$ cat src/rtl/core/plps_pkg.sv
// Shared types, codes and constants of the process limit and profile sequencer.
package plps_pkg;

    localparam int unsigned DefProfileDepth = 16;
    localparam logic [15:0] GRACE_TICKS     = 16'd5;

    // opcodes
    localparam logic [1:0] OP_TICK   = 2'd0;
    localparam logic [1:0] OP_APPEND = 2'd1;
    localparam logic [1:0] OP_START  = 2'd2;

    // limit modes
    localparam logic [1:0] LIM_NONE      = 2'd0;
    localparam logic [1:0] LIM_FREQ_TIME = 2'd1;
    localparam logic [1:0] LIM_FREQ      = 2'd2;
    localparam logic [1:0] LIM_TIME      = 2'd3;

    // process modes
    localparam logic [1:0] PM_CONTINUE = 2'd0;
    localparam logic [1:0] PM_INTERVAL = 2'd1;
    localparam logic [1:0] PM_PROGRAM  = 2'd2;

    // configuration register indexes
    localparam logic [2:0] REG_LIMIT_MODE   = 3'd0;
    localparam logic [2:0] REG_PROCESS_MODE = 3'd1;
    localparam logic [2:0] REG_LOWER_FREQ   = 3'd2;
    localparam logic [2:0] REG_UPPER_TIME   = 3'd3;
    localparam logic [2:0] REG_ON_TICKS     = 3'd4;
    localparam logic [2:0] REG_OFF_TICKS    = 3'd5;
    localparam logic [2:0] REG_DELAY_START  = 3'd6;

    typedef struct packed {
        logic [1:0]  limit_mode;
        logic [1:0]  process_mode;
        logic [15:0] lower_freq_limit;
        logic [15:0] upper_time_limit;
        logic [15:0] on_ticks;
        logic [15:0] off_ticks;
        logic [15:0] delay_start_ticks;
    } t_cfg;

    typedef struct packed {
        logic [15:0] step_duration;
        logic [11:0] step_amplitude;
        logic [15:0] frequency;
        logic [15:0] elapsed_time;
        logic        machine_ready;
        logic [1:0]  opcode;
    } t_item;

    typedef struct packed {
        logic        profile_overflow;
        logic        sonics_on;
        logic [11:0] amplitude_value;
        logic        amplitude_write;
        logic [1:0]  run_command;
        logic        limit_ok;
    } t_result;

    typedef struct packed {
        logic clear;
        logic push;
        logic pop;
    } t_prof_ctl;

    typedef struct packed {
        logic empty;
        logic full;
    } t_prof_sts;

endpackage

$ cat src/rtl/core/plps_cfg.sv
// Configuration register file.
module plps_cfg
    import plps_pkg::*;
(
    input  logic        i_clk,
    input  logic        i_rst_n,
    input  logic        i_cfg_we,
    input  logic [2:0]  i_cfg_addr,
    input  logic [15:0] i_cfg_data,
    output t_cfg        o_cfg
);

    t_cfg r_cfg;

    always_ff @(posedge i_clk) begin
        if (!i_rst_n) begin
            r_cfg.limit_mode        <= LIM_NONE;
            r_cfg.process_mode      <= PM_CONTINUE;
            r_cfg.lower_freq_limit  <= 16'd0;
            r_cfg.upper_time_limit  <= 16'hFFFF;
            r_cfg.on_ticks          <= 16'd1;
            r_cfg.off_ticks         <= 16'd1;
            r_cfg.delay_start_ticks <= 16'd0;
        end else if (i_cfg_we) begin
            case (i_cfg_addr)
                REG_LIMIT_MODE:   r_cfg.limit_mode        <= i_cfg_data[1:0];
                REG_PROCESS_MODE: r_cfg.process_mode      <= i_cfg_data[1:0];
                REG_LOWER_FREQ:   r_cfg.lower_freq_limit  <= i_cfg_data;
                REG_UPPER_TIME:   r_cfg.upper_time_limit  <= i_cfg_data;
                REG_ON_TICKS:     r_cfg.on_ticks          <= i_cfg_data;
                REG_OFF_TICKS:    r_cfg.off_ticks         <= i_cfg_data;
                REG_DELAY_START:  r_cfg.delay_start_ticks <= i_cfg_data;
                default: begin
                end
            endcase
        end
    end

    assign o_cfg = r_cfg;

endmodule

$ cat src/rtl/core/plps_prof.sv
// Profile step FIFO with a prefetched head entry.
module plps_prof
    import plps_pkg::*;
#(
    parameter int unsigned PROFILE_DEPTH = DefProfileDepth
) (
    input  logic        i_clk,
    input  logic        i_rst_n,
    input  t_prof_ctl   i_ctl,
    input  logic [11:0] i_wr_amp,
    input  logic [15:0] i_wr_dur,
    output t_prof_sts   o_sts,
    output logic [11:0] o_head_amp,
    output logic [15:0] o_head_dur
);

    localparam int unsigned HW = (PROFILE_DEPTH > 1) ? $clog2(PROFILE_DEPTH) : 1;
    localparam int unsigned CW = $clog2(PROFILE_DEPTH + 1);
    localparam int unsigned SW = CW + 1;

    logic [27:0]   mem [PROFILE_DEPTH];
    logic [HW-1:0] r_head, n_head;
    logic [CW-1:0] r_count, n_count;
    logic [27:0]   r_rd;
    logic [SW-1:0] wsum;
    logic [HW-1:0] waddr;
    logic [27:0]   wdata;

    assign wdata = {i_wr_amp, i_wr_dur};
    assign wsum  = SW'(r_head) + SW'(r_count);

    always_comb begin
        if (wsum >= SW'(PROFILE_DEPTH)) begin
            waddr = HW'(wsum - SW'(PROFILE_DEPTH));
        end else begin
            waddr = HW'(wsum);
        end
    end

    always_comb begin
        n_head  = r_head;
        n_count = r_count;
        if (i_ctl.clear) begin
            n_head  = '0;
            n_count = '0;
        end else if (i_ctl.pop) begin
            n_head  = (r_head == HW'(PROFILE_DEPTH - 1)) ? '0 : r_head + HW'(1);
            n_count = r_count - CW'(1);
        end else if (i_ctl.push) begin
            n_count = r_count + CW'(1);
        end
    end

    always_ff @(posedge i_clk) begin
        if (!i_rst_n) begin
            r_head  <= '0;
            r_count <= '0;
        end else begin
            r_head  <= n_head;
            r_count <= n_count;
        end
    end

    always_ff @(posedge i_clk) begin
        if (i_ctl.push) begin
            mem[waddr] <= wdata;
        end
    end

    // read next head now so it is ready for the following beat; write-first bypass
    always_ff @(posedge i_clk) begin
        if (i_ctl.push && (waddr == n_head)) begin
            r_rd <= wdata;
        end else begin
            r_rd <= mem[n_head];
        end
    end

    assign o_sts.empty = (r_count == '0);
    assign o_sts.full  = (r_count == CW'(PROFILE_DEPTH));
    assign o_head_amp  = r_rd[27:16];
    assign o_head_dur  = r_rd[15:0];

endmodule

$ cat src/rtl/core/plps_ctrl.sv
// Limit check, interval and program sequencing for one item.
module plps_ctrl
    import plps_pkg::*;
(
    input  logic        i_clk,
    input  logic        i_rst_n,
    input  logic        i_fire,
    input  t_item       i_item,
    input  t_cfg        i_cfg,
    input  t_prof_sts   i_prof_sts,
    input  logic [11:0] i_head_amp,
    input  logic [15:0] i_head_dur,
    output t_prof_ctl   o_prof_ctl,
    output t_result     o_result
);

    logic [15:0] r_run_cd, n_run_cd;
    logic [15:0] r_pause_cd, n_pause_cd;
    logic [15:0] r_delay_cd, n_delay_cd;
    logic        r_sonics, n_sonics;

    logic chk_f, chk_t, pass;
    logic run, stop, aw, ovf;
    logic [11:0] av;
    logic [15:0] run_dec, pause_dec;
    t_prof_ctl ctl;

    assign chk_f = (i_cfg.limit_mode == LIM_FREQ_TIME) || (i_cfg.limit_mode == LIM_FREQ);
    assign chk_t = (i_cfg.limit_mode == LIM_FREQ_TIME) || (i_cfg.limit_mode == LIM_TIME);
    assign pass  = !(chk_f && (i_item.elapsed_time > GRACE_TICKS)
                     && (i_item.frequency < i_cfg.lower_freq_limit))
                && !(chk_t && (i_item.elapsed_time > i_cfg.upper_time_limit));
    assign run_dec   = r_run_cd - 16'd1;
    assign pause_dec = r_pause_cd - 16'd1;

    always_comb begin
        n_run_cd   = r_run_cd;
        n_pause_cd = r_pause_cd;
        n_delay_cd = r_delay_cd;
        n_sonics   = r_sonics;
        run        = 1'b0;
        stop       = 1'b0;
        aw         = 1'b0;
        av         = '0;
        ovf        = 1'b0;
        ctl        = '0;
        case (i_item.opcode)
            OP_APPEND: begin
                if (i_prof_sts.full) begin
                    ovf = 1'b1;
                end else begin
                    ctl.push = 1'b1;
                end
            end
            OP_START: begin
                ctl.clear  = 1'b1;
                n_delay_cd = i_cfg.delay_start_ticks;
                n_pause_cd = i_cfg.off_ticks;
                n_run_cd   = (i_cfg.process_mode == PM_PROGRAM) ? 16'd0 : i_cfg.on_ticks;
                n_sonics   = 1'b0;
            end
            OP_TICK: begin
                if (!pass) begin
                    stop = 1'b1;
                end else if (i_cfg.process_mode == PM_INTERVAL) begin
                    if (!i_item.machine_ready) begin
                        n_run_cd = run_dec;
                        if (run_dec == 16'd0) begin
                            stop     = 1'b1;
                            n_run_cd = i_cfg.on_ticks;
                            n_sonics = 1'b0;
                        end
                    end else begin
                        n_pause_cd = pause_dec;
                        if (pause_dec == 16'd0) begin
                            run        = 1'b1;
                            n_pause_cd = i_cfg.off_ticks;
                            n_sonics   = 1'b1;
                        end
                    end
                end else if (i_cfg.process_mode == PM_PROGRAM) begin
                    if (r_delay_cd != 16'd0) begin
                        n_delay_cd = r_delay_cd - 16'd1;
                    end else if (i_item.machine_ready) begin
                        run = 1'b1;
                    end
                    if (r_run_cd == 16'd0) begin
                        if (!i_prof_sts.empty) begin
                            aw       = 1'b1;
                            av       = i_head_amp;
                            n_run_cd = i_head_dur;
                            ctl.pop  = 1'b1;
                        end else begin
                            stop = 1'b1;
                        end
                    end else begin
                        if (i_item.machine_ready) begin
                            run = 1'b1;
                        end
                        n_run_cd = run_dec;
                    end
                end
            end
            default: begin
            end
        endcase
    end

    always_ff @(posedge i_clk) begin
        if (!i_rst_n) begin
            r_run_cd   <= '0;
            r_pause_cd <= '0;
            r_delay_cd <= '0;
            r_sonics   <= 1'b0;
        end else if (i_fire) begin
            r_run_cd   <= n_run_cd;
            r_pause_cd <= n_pause_cd;
            r_delay_cd <= n_delay_cd;
            r_sonics   <= n_sonics;
        end
    end

    assign o_prof_ctl.clear = i_fire && ctl.clear;
    assign o_prof_ctl.push  = i_fire && ctl.push;
    assign o_prof_ctl.pop   = i_fire && ctl.pop;

    assign o_result.limit_ok         = (i_item.opcode == OP_TICK) && pass;
    assign o_result.run_command      = {stop, run};
    assign o_result.amplitude_write  = aw;
    assign o_result.amplitude_value  = av;
    assign o_result.sonics_on        = n_sonics;
    assign o_result.profile_overflow = ovf;

endmodule

$ cat src/rtl/core/process_limit_and_profile_sequencer_top.sv
// Top level of the process limit and profile sequencer.
// Takes one beat per clock while the output is not stalled and returns one
// result beat for every input beat: an input register feeds the limit check
// and sequencing logic, whose result lands in an output register. The profile
// store is a PROFILE_DEPTH-entry memory whose head entry is read ahead into a
// register, so a tick right after an append or a pop still sees the right step.
// The opcode travels in s_axis_tuser. The user must write configuration through
// i_cfg_we/i_cfg_addr/i_cfg_data only while no beats are in flight; the block does not enforce it.
module process_limit_and_profile_sequencer_top
    import plps_pkg::*;
#(
    parameter int unsigned PROFILE_DEPTH = DefProfileDepth
) (
    input  logic        i_clk,
    input  logic        i_rst_n,
    input  logic        i_cfg_we,
    input  logic [2:0]  i_cfg_addr,
    input  logic [15:0] i_cfg_data,
    input  logic        s_axis_tvalid,
    output logic        s_axis_tready,
    // [0] machine_ready, [16:1] elapsed_time, [32:17] frequency,
    // [44:33] step_amplitude, [60:45] step_duration, [63:61] zero
    input  logic [63:0] s_axis_tdata,
    // [1:0] opcode
    input  logic [1:0]  s_axis_tuser,
    output logic        m_axis_tvalid,
    input  logic        m_axis_tready,
    // [0] limit_ok, [2:1] run_command, [3] amplitude_write,
    // [15:4] amplitude_value, [16] sonics_on, [17] profile_overflow, [23:18] zero
    output logic [23:0] m_axis_tdata
);

    t_cfg        cfg;
    t_prof_ctl   prof_ctl;
    t_prof_sts   prof_sts;
    logic [11:0] head_amp;
    logic [15:0] head_dur;
    t_result     result;

    logic    r_in_valid;
    t_item   r_in;
    logic    r_out_valid;
    t_result r_out;
    logic    fire;

    assign fire          = r_in_valid && (!r_out_valid || m_axis_tready);
    assign s_axis_tready = !r_in_valid || fire;

    always_ff @(posedge i_clk) begin
        if (!i_rst_n) begin
            r_in_valid <= 1'b0;
        end else if (s_axis_tready) begin
            r_in_valid <= s_axis_tvalid;
        end
    end

    always_ff @(posedge i_clk) begin
        if (s_axis_tvalid && s_axis_tready) begin
            r_in <= {s_axis_tdata[60:0], s_axis_tuser};
        end
    end

    always_ff @(posedge i_clk) begin
        if (!i_rst_n) begin
            r_out_valid <= 1'b0;
        end else if (fire) begin
            r_out_valid <= 1'b1;
        end else if (m_axis_tready) begin
            r_out_valid <= 1'b0;
        end
    end

    always_ff @(posedge i_clk) begin
        if (fire) begin
            r_out <= result;
        end
    end

    plps_cfg u_cfg (
        .i_clk      (i_clk),
        .i_rst_n    (i_rst_n),
        .i_cfg_we   (i_cfg_we),
        .i_cfg_addr (i_cfg_addr),
        .i_cfg_data (i_cfg_data),
        .o_cfg      (cfg)
    );

    plps_prof #(
        .PROFILE_DEPTH (PROFILE_DEPTH)
    ) u_prof (
        .i_clk      (i_clk),
        .i_rst_n    (i_rst_n),
        .i_ctl      (prof_ctl),
        .i_wr_amp   (r_in.step_amplitude),
        .i_wr_dur   (r_in.step_duration),
        .o_sts      (prof_sts),
        .o_head_amp (head_amp),
        .o_head_dur (head_dur)
    );

    plps_ctrl u_ctrl (
        .i_clk      (i_clk),
        .i_rst_n    (i_rst_n),
        .i_fire     (fire),
        .i_item     (r_in),
        .i_cfg      (cfg),
        .i_prof_sts (prof_sts),
        .i_head_amp (head_amp),
        .i_head_dur (head_dur),
        .o_prof_ctl (prof_ctl),
        .o_result   (result)
    );

    assign m_axis_tvalid = r_out_valid;
    assign m_axis_tdata  = {6'd0, r_out};

endmodule

$ cat config.mk
export PLATFORM = sky130hd
export DESIGN_NAME = process_limit_and_profile_sequencer_top
export DESIGN_NICKNAME = d
export VERILOG_FILES = /design/src/rtl/core/plps_pkg.sv /design/src/rtl/core/plps_cfg.sv /design/src/rtl/core/plps_prof.sv /design/src/rtl/core/plps_ctrl.sv /design/src/rtl/core/process_limit_and_profile_sequencer_top.sv
export SDC_FILE = /design/constraint.sdc
export NUM_CORES = 1
export LEC_CHECK = 0
export BUFFER_PORTS_ARGS = -buffer_cell sky130_fd_sc_hd__buf_2
export CAP_MARGIN = 15
export CORE_ASPECT_RATIO = 0.9
export CORE_MARGIN = 10
export CORE_UTILIZATION = 50
export CTS_BUF_LIST = sky130_fd_sc_hd__clkbuf_4 sky130_fd_sc_hd__clkbuf_8
export CTS_CLUSTER_DIAMETER = 120
export DETAILED_ROUTE_END_ITERATION = 12
export GPL_TIMING_DRIVEN = 0
export HOLD_SLACK_MARGIN = 0.02
export MAX_ROUTING_LAYER = met4
export PLACE_DENSITY = 0.74
export SKIP_CTS_REPAIR_TIMING = 1
export SYNTH_ARGS = -nofsm -noshare
export SYNTH_HDL_FRONTEND = slang
export SYNTH_SLANG_ARGS = --single-unit
$ cat constraint.sdc
create_clock -name i_clk -period 5.11 [get_ports i_clk]
set_input_delay 1.022 -clock i_clk [delete_from_list [all_inputs] [get_ports i_clk]]
set_output_delay 1.022 -clock i_clk [all_outputs]
set_load 0.005 [all_outputs]
## Word-level counts from Yosys, hierarchy flattened

Memory sizes are Yosys's and may differ from the RTL's. A register that Yosys moved wholly into a read port is not among the register bits.
Index checks and enable logic that the tools add are counted.

| storage, ports and cells | value |
|---|---|
| flip-flop bits (word level) | 225 |
| memory bits (writable) | 448 |
| input port bits | 90 |
| output and inout bits | 26 |
| word-level logic and storage cells | 171 |
| memories | 1 |

Memory list:

| name | words | width | rd ports | clocked after Yosys merged registers in | wr ports | line | RTL |
|---|---|---|---|---|---|---|---|
| u_prof.mem | 16 | 28 | 1 | 1 | 1 | plps_prof.sv:21 | `logic [27:0] mem [PROFILE_DEPTH];` |

| operators by class | value |
|---|---|
| $add $sub $neg | 8 |
| $lt $le $gt $ge | 4 |
| equality and inequality tests | 24 |
| multiplexer cells | 60 |
| bitwise operators | 5 |
| reductions and logical operators | 41 |

Operators with widths:

| operator | number |
|---|---|
| 2-to-1 mux 16 bit | 16 |
| case mux 16 bit (2 select lines) | 3 |
| logical NOT 16 bit | 3 |
| subtractor 16 x 1 -> 16 bit, second input constant | 3 |
| 2-to-1 mux 1 bit | 34 |
| > comparator 16 bit | 1 |
| > comparator 16 x 3 -> 1 bit, second input constant | 1 |
| less-than comparator 16 bit | 1 |
| 2-to-1 mux 4 bit | 4 |
| AND reduction 2 bit | 8 |
| nonzero test 16 bit | 1 |
| AND reduction 6 bit | 2 |
| logical AND 1 bit | 10 |
| 2-to-1 mux 5 bit | 2 |
| == test 3 bit, second input constant | 3 |
| == test 2 bit, second input constant | 4 |
| != test 2 x 1 -> 1 bit, second input constant | 4 |
| adder 4 x 5 -> 6 bit | 1 |
| == test 2 x 1 -> 1 bit, second input constant | 3 |
| == test 3 x 2 -> 1 bit, second input constant | 2 |
| >= comparator 6 x 5 -> 1 bit, second input constant | 1 |
| nonzero test 2 bit | 3 |
| OR reduction 6 bit | 1 |
| adder 5 x 1 -> 5 bit, second input constant | 1 |
| other kinds (19) | 30 |

## Longest topological paths before layout

Gate-level depths: netlist of the first run.

| logic depth | value |
|---|---|
| depth after elaboration | 11 |
| gate-level depth with buffers | 15 |
| depth with buffers taken out | 15 |

## Modules after synthesis

From an unflattened synthesis of the first run, not the netlist that was laid out.

| second synthesis, totals | value |
|---|---|
| cells, all modules | 1858 |
| area, all modules | 28283.4 um2 |

By module, submodules not included:

| module | times used | cells an instance | area an instance (um2) | sequential area each (um2) |
|---|---|---|---|---|
| plps_prof | 1 | 792 | 17590.6 | 13713.2 |
| plps_ctrl | 1 | 655 | 4828.4 | 980.9 |
| plps_cfg | 1 | 314 | 3279.4 | 1681.6 |
| process_limit_and_profile_sequencer_top | 1 | 97 | 2585.0 | 2472.4 |

## Worst setup path before layout of the first run

Ideal clock, no wire load.

| timing path | value |
|---|---|
| path kind | input -> register |
| from | input m_axis_tready |
| to | memory u_prof.mem[4][0], enable pin |
| library setup time | 0.413 ns |
| arrival | 3.651 ns |
| data required time | 4.697 ns |
| setup slack | 1.046 ns |
| stages | 6 |
| buffers on the path | 0 |
| path through | nor2b_1 nand2b_1 inv_1 nand3_1 or3_1 nor2_1 |

| between the ends | value |
|---|---|
| cells in the longest elaborated chain, start to end | 5 |

Ends and longest elaborated chain:

| item | line | RTL |
|---|---|---|
| from (decl) | process_limit_and_profile_sequencer_top.sv:27 | `input logic m_axis_tready,` |
| logical OR 1 bit | process_limit_and_profile_sequencer_top.sv:46 | `assign fire = r_in_valid && (!r_out_valid \|\| m_axis_tready);` |
| logical AND 1 bit | process_limit_and_profile_sequencer_top.sv:46 |  |
| named net fire | process_limit_and_profile_sequencer_top.sv:44 | `logic fire;` |
| logical AND 1 bit | plps_ctrl.sv:124 | `assign o_prof_ctl.push = i_fire && ctl.push;` |
| 2-to-1 mux 1 bit | plps_prof.sv:65 | `if (i_ctl.push) begin` |
| 2-to-1 mux 1 bit (implied by the code) | plps_prof.sv:66 | `mem[waddr] <= wdata;` |
| to (decl) | plps_prof.sv:21 |  |

The timed path passes the listed nets, and every way through them passes these cells.

## Final worst setup path of the first run

| timing path | value |
|---|---|
| from | register r_in[26] in the netlist's numbering |
| to | register u_prof.r_count[4] |

| between the ends | value |
|---|---|
| cells in the longest elaborated chain, start to end | 8 |
| elaborated cells on any way between the ends | 9 |
| those cells by class | order compare: 1; mux: 3; reduce/logical: 5 |

Ends and longest elaborated chain:

| item | line | RTL |
|---|---|---|
| from (decl) | process_limit_and_profile_sequencer_top.sv:41 | `t_item r_in;` |
| from (signal assigned) | process_limit_and_profile_sequencer_top.sv:59 | `r_in <= {s_axis_tdata[60:0], s_axis_tuser};` |
| less-than comparator 16 bit (*) | plps_ctrl.sv:31 | `&& (i_item.frequency < i_cfg.lower_freq_limit))` |
| logical AND 1 bit (*) | plps_ctrl.sv:31 |  |
| logical NOT 1 bit (*) | plps_ctrl.sv:30 | `assign pass = !(chk_f && (i_item.elapsed_time > GRACE_TICKS)` |
| logical AND 1 bit (*) | plps_ctrl.sv:32 | `&& !(chk_t && (i_item.elapsed_time > i_cfg.upper_time_limit));` |
| 2-to-1 mux 1 bit (*) | plps_ctrl.sv:63 | `if (!pass) begin` |
| 2-to-1 mux 1 bit (*) | plps_ctrl.sv:47 | `case (i_item.opcode)` |
| logical AND 1 bit (*) | plps_ctrl.sv:125 | `assign o_prof_ctl.pop = i_fire && ctl.pop;` |
| 2-to-1 mux 5 bit or nonzero test 2 bit (tied branches) | - |  |
| to (signal assigned) | plps_prof.sv:60 | `r_count <= n_count;` |
| to (decl) | plps_prof.sv:23 | `logic [CW-1:0] r_count, n_count;` |

Every way passes the cells marked *; elsewhere a longest branch is shown, timed or not.
A chain may end at the register's enable or synchronous reset.

==> qor.yml, run 1 <==
status:
  status: "completed"
die:
  ioPinCount: 116
  fp.dieW_um: 269
  core-area_um2: 55500
  start_util_pct: 50.4
  die_y_um: 244
  die-area_um2: 65900
  rows: 82
logic_synthesis:
  yosysUniqueCellTypes: 86
  synth_edf_count: 529
  ys.warnings.count: 0
  async_flop_share_pct: 0
  synth_ff_type: "edfxtp_1"
  synth_cells: 1883
  synth_top_area_share_pct: 56.7
  syn-cell-area_um2: 28000
  yosysMostFrequentCell: "edfxtp_1"
  ys_seq_area_share_pct: 67.3
  synth_top_area_cell: "edfxtp_1"
  synth.area.top_cells: "edfxtp_1 (57%), mux4_2 (11%), dfxtp_1 (11%)"
  synth_common_cells: "edfxtp_1 (529), nand2_1 (215), dfxtp_1 (148)"
  synth-seq-cells: 677
  syn_avg_cell_area_um2: 14.9
clock_network:
  cts_root_buf: "clkbuf_8"
  clk_path_buf_depth: 3
  cts_tree: "done"
  htree_levels: 3
  cts_made_buffers: 103
  cts.sinks: 677
  path_clk_slew_ns: 0.07
  clk-insertion-delay-late_ns: 0.72
timing:
  fmax_ghz: 0.219
  maxSlewHeadroom_pct: 21.8
  tightestPinTransition_ns: 1.16
  rsz0062_at_grt: "no"
  timing.final.crit_share_pct: 89.4
  finalMaxSlewViolations: 0
  finalHoldViolCount: 0
  setup_tns_ns: 0
  finalSetupViolations: 0
  fin_worst_skew_ns: 0.0449
  layout_min_cycle_time_ns: 4.57
routing:
  drt_first_pass_iters: 5
  wire_per_inst_um: 24.2
  wl_um: 71500
  vias: 17659
  drt_iter0_drc: 1941
  drtAntennaViolNets: 0
  drcViolationCount: 0
  viasPerCell: 5.97
place:
  place_congestion: 0.916
  dpl.hpwl_um: 47400
  io_buffers: 105
cells_and_area:
  layout-drive-gt1-share_pct: 22.6
  nets: 2254
  postLayoutCoreUtil_pct: 57.9
  area_growth_pct: 14.8
  antenna_cells: 0
grt:
  grt_pass1_vias: 17539
  grt_use_met3_pct: 4.31
  grt_use_total_pct: 22.1
  grt-busiest-layer: "met2"
  grt_overflow: 0
  antenna_found_initial: 0
  gr-usage-met1_pct: 29.1
  grt_max_degree: 40
  grt_use_met2_pct: 34.4
  grt_pass1_wl_um: 108000
setup_path:
  cp_common_cell: "ha_1"
  cp-end-kind: "flip-flop"
  cp.required_ns: 5.76
  critPathLaunchType: "flip-flop"
  crit_chain: "ha_1 -> nand2_1 -> nor3_1 -> a211oi_1 -> o31ai_1 -> nand3_1 -> nor2_1 -> ha_1 -> nor2b_1 -> o21ai_0 -> a21oi_1 -> a31oi_1 -> mux2i_1"
  critPathMaxFanout: 6
  crit_arrival_ns: 5.21
  cp_slowest_cell: "o31ai_1"
  slowest_delay_ns: 0.96
  path_class: "flip-flop to flip-flop"
pwr:
  p_leak_uw: 0.0107
  peakVddDrop_uv: 288
  powerDensity_nw_per_um2: 347
  finalPower_uw: 11200
hold_path:
  worstHoldPathType: "flip-flop to flip-flop"
job:
  maxCapViolCount: 0
## metrics by stage
step,area (µm²),instances,worst slack (ns),hold slack (ns)
floorplan,28000,1888,1.05,0.432
global placement,29500,2749,-1.71,0.446
detailed placement,30000,2766,0.100,0.452
CTS,32100,2956,0.612,0.423
global route,32100,2958,0.380,0.432
finish,32100,2958,0.543,0.442
## kinds of logic (layout without fill, tap and decap cells)
| family | after synthesis | after routing | share of synthesized area [%] |
|---|---|---|---|
| buf+inv | 164 | 478 | 2.55 |
| simple gates | 487 | 487 | 8.19 |
| xor+xnor | 27 | 27 | 0.845 |
| compound gates | 324 | 324 | 7.29 |
| mux | 156 | 156 | 11.6 |
| other cells | 1 | 6 | 0.0134 |
| fa+ha+maj | 47 | 47 | 2.15 |
| flops | 677 | 677 | 67.3 |
## layout by cell type, fill, tap and decap left out, types with 15 or more instances in the layout
cell      instances
edfxtp_1        529
nand2_1         215
dfxtp_1         148
a21oi_1         140
mux4_2          135
buf_2           128
clkbuf_8        107
nor2_1           84
clkbuf_1         65
inv_1            59
ha_1             45
clkinv_1         32
nor3_1           31
o21ai_1          31
o211ai_1         29
clkbuf_4         27
nor2b_1          24
nand3_1          24
o21ai_0          21
mux2i_1          17
xnor2_1          16
nor2_4           16
or3_1            15
## sequential cells by signal, summed over array words and instances, names as in the netlist, 4 cells and up, named ones only
name and flops:
u_prof.mem 448, u_cfg.o_cfg 84, r_in 63, m_axis_tdata 18, u_ctrl.r_delay_cd 16, u_ctrl.r_pause_cd 16, u_ctrl.r_run_cd 16, u_prof.r_count 5
u_prof.r_head 4
## final timing paths
kind | from | end | slack (ns) | depth (start not counted)
max | r_in[26] | u_prof.r_count[4] | 0.54 | 13
min | u_cfg.o_cfg[0] | u_ctrl.r_delay_cd[0] | 0.44 | 2
max reg2reg | r_in[26] | u_prof.r_count[4] | 0.54 | 13
min reg2reg | u_cfg.o_cfg[0] | u_ctrl.r_delay_cd[0] | 0.44 | 2
## layout make-up
cell class,count,area [µm²]
timing repair buffer,124,946
inverter,59,221
buffer,105,492
multi-input combinational,1047,8570
tap,756,946
sequential,677,18800
clock inverter,56,432
fill,4178,23400
clock buffer,134,1680
## where the power goes
group	switching, µW	internal (µW)	total (µW)
Combinational	342	190	532
Clock	2120	2420	4540
Sequential	83.4	6000	6090
Total	2540	8620	11200
## critical path: cells and delay by family (launching register included)
kind	cells	cell delay, ns
AOI/OAI and AO/OA	5	1.59
adders and majority gates	2	0.67
DFF	1	0.39
muxes	1	0.19
and+or+nand+nor	5	1.65
## per-layer routing
metal	share of wire, %	vias up
li1	-	7731
met1	41	8884
met2	48	899
met3	8.5	145
met4	2.8	0
met5	0	-
No activity file was read; power rests on OpenSTA's default activity.
==> run 2: changes to the inputs <==
--- a/config.mk
+++ b/config.mk
@@ -9,15 +9,16 @@
 export CAP_MARGIN = 15
 export CORE_ASPECT_RATIO = 0.9
 export CORE_MARGIN = 10
-export CORE_UTILIZATION = 50
+export CORE_UTILIZATION = 35
 export CTS_BUF_LIST = sky130_fd_sc_hd__clkbuf_4 sky130_fd_sc_hd__clkbuf_8
 export CTS_CLUSTER_DIAMETER = 120
 export DETAILED_ROUTE_END_ITERATION = 12
 export GPL_TIMING_DRIVEN = 0
 export HOLD_SLACK_MARGIN = 0.02
 export MAX_ROUTING_LAYER = met4
-export PLACE_DENSITY = 0.74
+export PLACE_DENSITY = 0.57
 export SKIP_CTS_REPAIR_TIMING = 1
 export SYNTH_ARGS = -nofsm -noshare
 export SYNTH_HDL_FRONTEND = slang
 export SYNTH_SLANG_ARGS = --single-unit
+export TNS_END_PERCENT = 5
==> qor.yml, run 2 (synthesis gave the netlist of run 1 again) <==
hold_path:
  worstHoldPathType: "input port to flip-flop"  # was flip-flop to flip-flop
  min_to: "r_in[16]"  # was u_ctrl.r_delay_cd[0]
  hp-start: "s_axis_tdata[14]"  # was u_cfg.o_cfg[0]
  hold_path_depth: 1  # was 2
cells_and_area:
  design_area_um2: 32600  # was 32,100 µm²
  final_cell_mix: "edfxtp_1 (529), nand2_1 (215), dfxtp_1 (148)"  # unchanged
  area_growth_pct: 16.6  # was 14.8%
  largest_register_ffs: 448  # unchanged
  layout-drive-gt1-share_pct: 23.5  # was 22.6%
  regMostFlops: "u_prof.mem"  # unchanged
  final_common_cell: "edfxtp_1"  # unchanged
  nets: 2260  # was 2,254
setup_path:
  reg2reg_depth: 14  # was 13
  cp.required_ns: 5.79  # was 5.76 ns
  critPathMaxFanout: 7  # was 6
  r2r_slack_ns: 0.62  # was 0.54 ns
  crit-reg2reg-launch: "u_ctrl.r_run_cd[0]"  # was r_in[26]
  cp-end-kind: "flip-flop"  # unchanged
  critPathLaunchType: "flip-flop"  # unchanged
  crit_arrival_ns: 5.17  # was 5.21 ns
  regToRegEndpoint: "u_prof.r_count[4]"  # unchanged
  path_class: "flip-flop to flip-flop"  # unchanged
die:
  die-area_um2: 91700  # was 65,900 µm²
  fp.dieW_um: 318  # was 269 µm
  core-area_um2: 79300  # was 55,500 µm²
  die_y_um: 288  # was 244 µm
  ioPinCount: 116  # unchanged
  start_util_pct: 35.3  # was 50.4%
  rows: 98  # was 82
job:
  maxCapViolCount: 0  # unchanged
grt:
  antenna_found_initial: 1  # was 0
  grt_pass1_wl_um: 112000  # was 108,000 µm
  grt_max_degree: 41  # was 40
  grt_overflow: 0  # unchanged
  grt_pass1_vias: 17764  # was 17,539
  grt_use_total_pct: 16.3  # was 22.1%
clock_network:
  cts.sinks: 677  # unchanged
  clk-insertion-delay-late_ns: 0.75  # was 0.72 ns
  clk_path_buf_depth: 3  # unchanged
  cts_root_buf: "clkbuf_8"  # unchanged
  path_clk_slew_ns: 0.06  # was 0.07 ns
  cts_tree: "done"  # unchanged
  htree_levels: 3  # unchanged
  cts_made_buffers: 109  # was 103
routing:
  vias: 17208  # was 17,659
  drtAntennaViolNets: 0  # unchanged
  wire_per_inst_um: 22.9  # was 24.2 µm
  drt_iter0_drc: 1732  # was 1,941
  drcViolationCount: 0  # unchanged
  wl_um: 74500  # was 71,500 µm
  viasPerCell: 5.29  # was 5.97
  drt_first_pass_iters: 5  # unchanged
timing:
  finalHoldViolCount: 0  # unchanged
  fmax_ghz: 0.223  # was 0.219 GHz
  tightestPinTransition_ns: 1.03  # was 1.16 ns
  layout_min_cycle_time_ns: 4.49  # was 4.57 ns
  timing.final.crit_share_pct: 87.9  # was 89.4%
  fin_worst_skew_ns: 0.0804  # was 0.0449 ns
  maxSlewHeadroom_pct: 31.4  # was 21.8%
  finalSetupViolations: 0  # unchanged
  setup_tns_ns: 0  # unchanged
  finalMaxSlewViolations: 0  # unchanged
  rsz0062_at_grt: "no"  # unchanged
place:
  io_buffers: 105  # unchanged
  place_congestion: 0.888  # was 0.916
  postPlaceCellArea_um2: 30400  # was 30,000 µm²
  dpl.hpwl_um: 49400  # was 47,400 µm
pwr:
  peakVddDrop_uv: 219  # was 288 µV
  intPower_uw: 8760  # was 8620 µW
  p_leak_uw: 0.0108  # was 0.0107 µW
  switchingPower_uw: 2640  # was 2540 µW
  clockPowerShare_pct: 41.9  # was 40.7%
  p_sw_share_pct: 23.2  # was 22.8%
  pwr-share-comb_pct: 4.7  # was 4.8%
  p_seq_share_pct: 53.4  # was 54.6%
  powerDensity_nw_per_um2: 350  # was 347 nW/µm²
status:
  status: "completed"  # unchanged
run 2: changes by cell type in the layout (fill, tap and decap cells not counted):
cell	previous run	this run
buf_12	13	15
buf_16	6	4
bufinv_16	5	2
clkbuf_4	27	39
clkbuf_8	107	120
clkinv_1	32	13
clkinv_16	0	2
clkinvlp_4	3	2
diode_2	0	1
inv_12	2	1
inv_16	1	2
inv_6	1	0
inv_8	1	0
run 2: power groups by stage:
stage	combinational (µW)	clock, µW	sequential (µW)
2_1_floorplan	327	0	6170
3_3_place_gp	510	0	6200
3_5_place_dp	526	0	6210
4_1_cts	529	4890	6090
5_1_grt	584	5140	6100
6_report	533	4780	6090
run 2: per-layer routing:
layer,wire length [µm],up-vias,track usage (%),part of all wire (%)
met5,0,-,-,0
met4,1870,0,5.06,2.5
met3,3780,137,2.55,5.1
met2,35400,548,25.7,47
met1,33500,8793,21.6,45
li1,-,7730,-,-
run 2: layout make-up:
class                   count  area [µm²]
fillers                  7196       46700
multi-input cells        1047        8570
repair buffers            124         931
diodes                      1        2.50
well taps                1050        1310
inverters                  59         221
clock buffers             159        1940
clock inverters            33         307
flip-flops and latches    677       18800
plain buffers             105         492
run 2: stage by stage:
step / utilization (%) / total power [µW] / setup slack [ns] / instances / hold WS [ns]
3_5_place_dp: 38.3 / 6730 / 0.721 / 3061 / 0.449
3_3_place_gp: 37.6 / 6710 / -2.01 / 3043 / 0.444
6_report: 41.1 / 11400 / 0.617 / 3255 / 0.440
2_1_floorplan: - / 6500 / 1.05 / 1888 / 0.432
5_1_grt: 41.1 / 11800 / 0.302 / 3255 / 0.383
4_1_cts: 41.1 / 11500 / 0.698 / 3253 / 0.369
run 2: worst max-delay path, cell delays in order, from the launching register on:
cell     delay, ns
dfxtp_1       0.37
inv_1         0.13
ha_1          0.26
nor3b_1       0.65
nand2_1       0.22
or3_1         0.46
nor3_1        0.22
nand3_1       0.44
nor2_1        0.52
ha_1          0.34
nor2b_1       0.14
o21ai_0       0.20
a21oi_1       0.10
a31oi_1       0.19
mux2i_1       0.20
run 2: how the worst max path moves through the flow:
stage                       start           endpoint  slack, ns  cells after the start
2_1_floorplan       m_axis_tready   u_prof.mem[4][0]       1.05                      6
3_3_place_gp        m_axis_tready  u_prof.mem[8][22]      -2.01                      7
3_5_place_dp   u_ctrl.r_run_cd[0]  u_prof.r_count[4]       0.72                     14
4_1_cts        u_ctrl.r_run_cd[0]  u_prof.r_count[4]       0.70                     14
5_1_grt        u_ctrl.r_run_cd[0]  u_prof.r_count[4]       0.30                     14
6_report       u_ctrl.r_run_cd[0]  u_prof.r_count[4]       0.62                     14
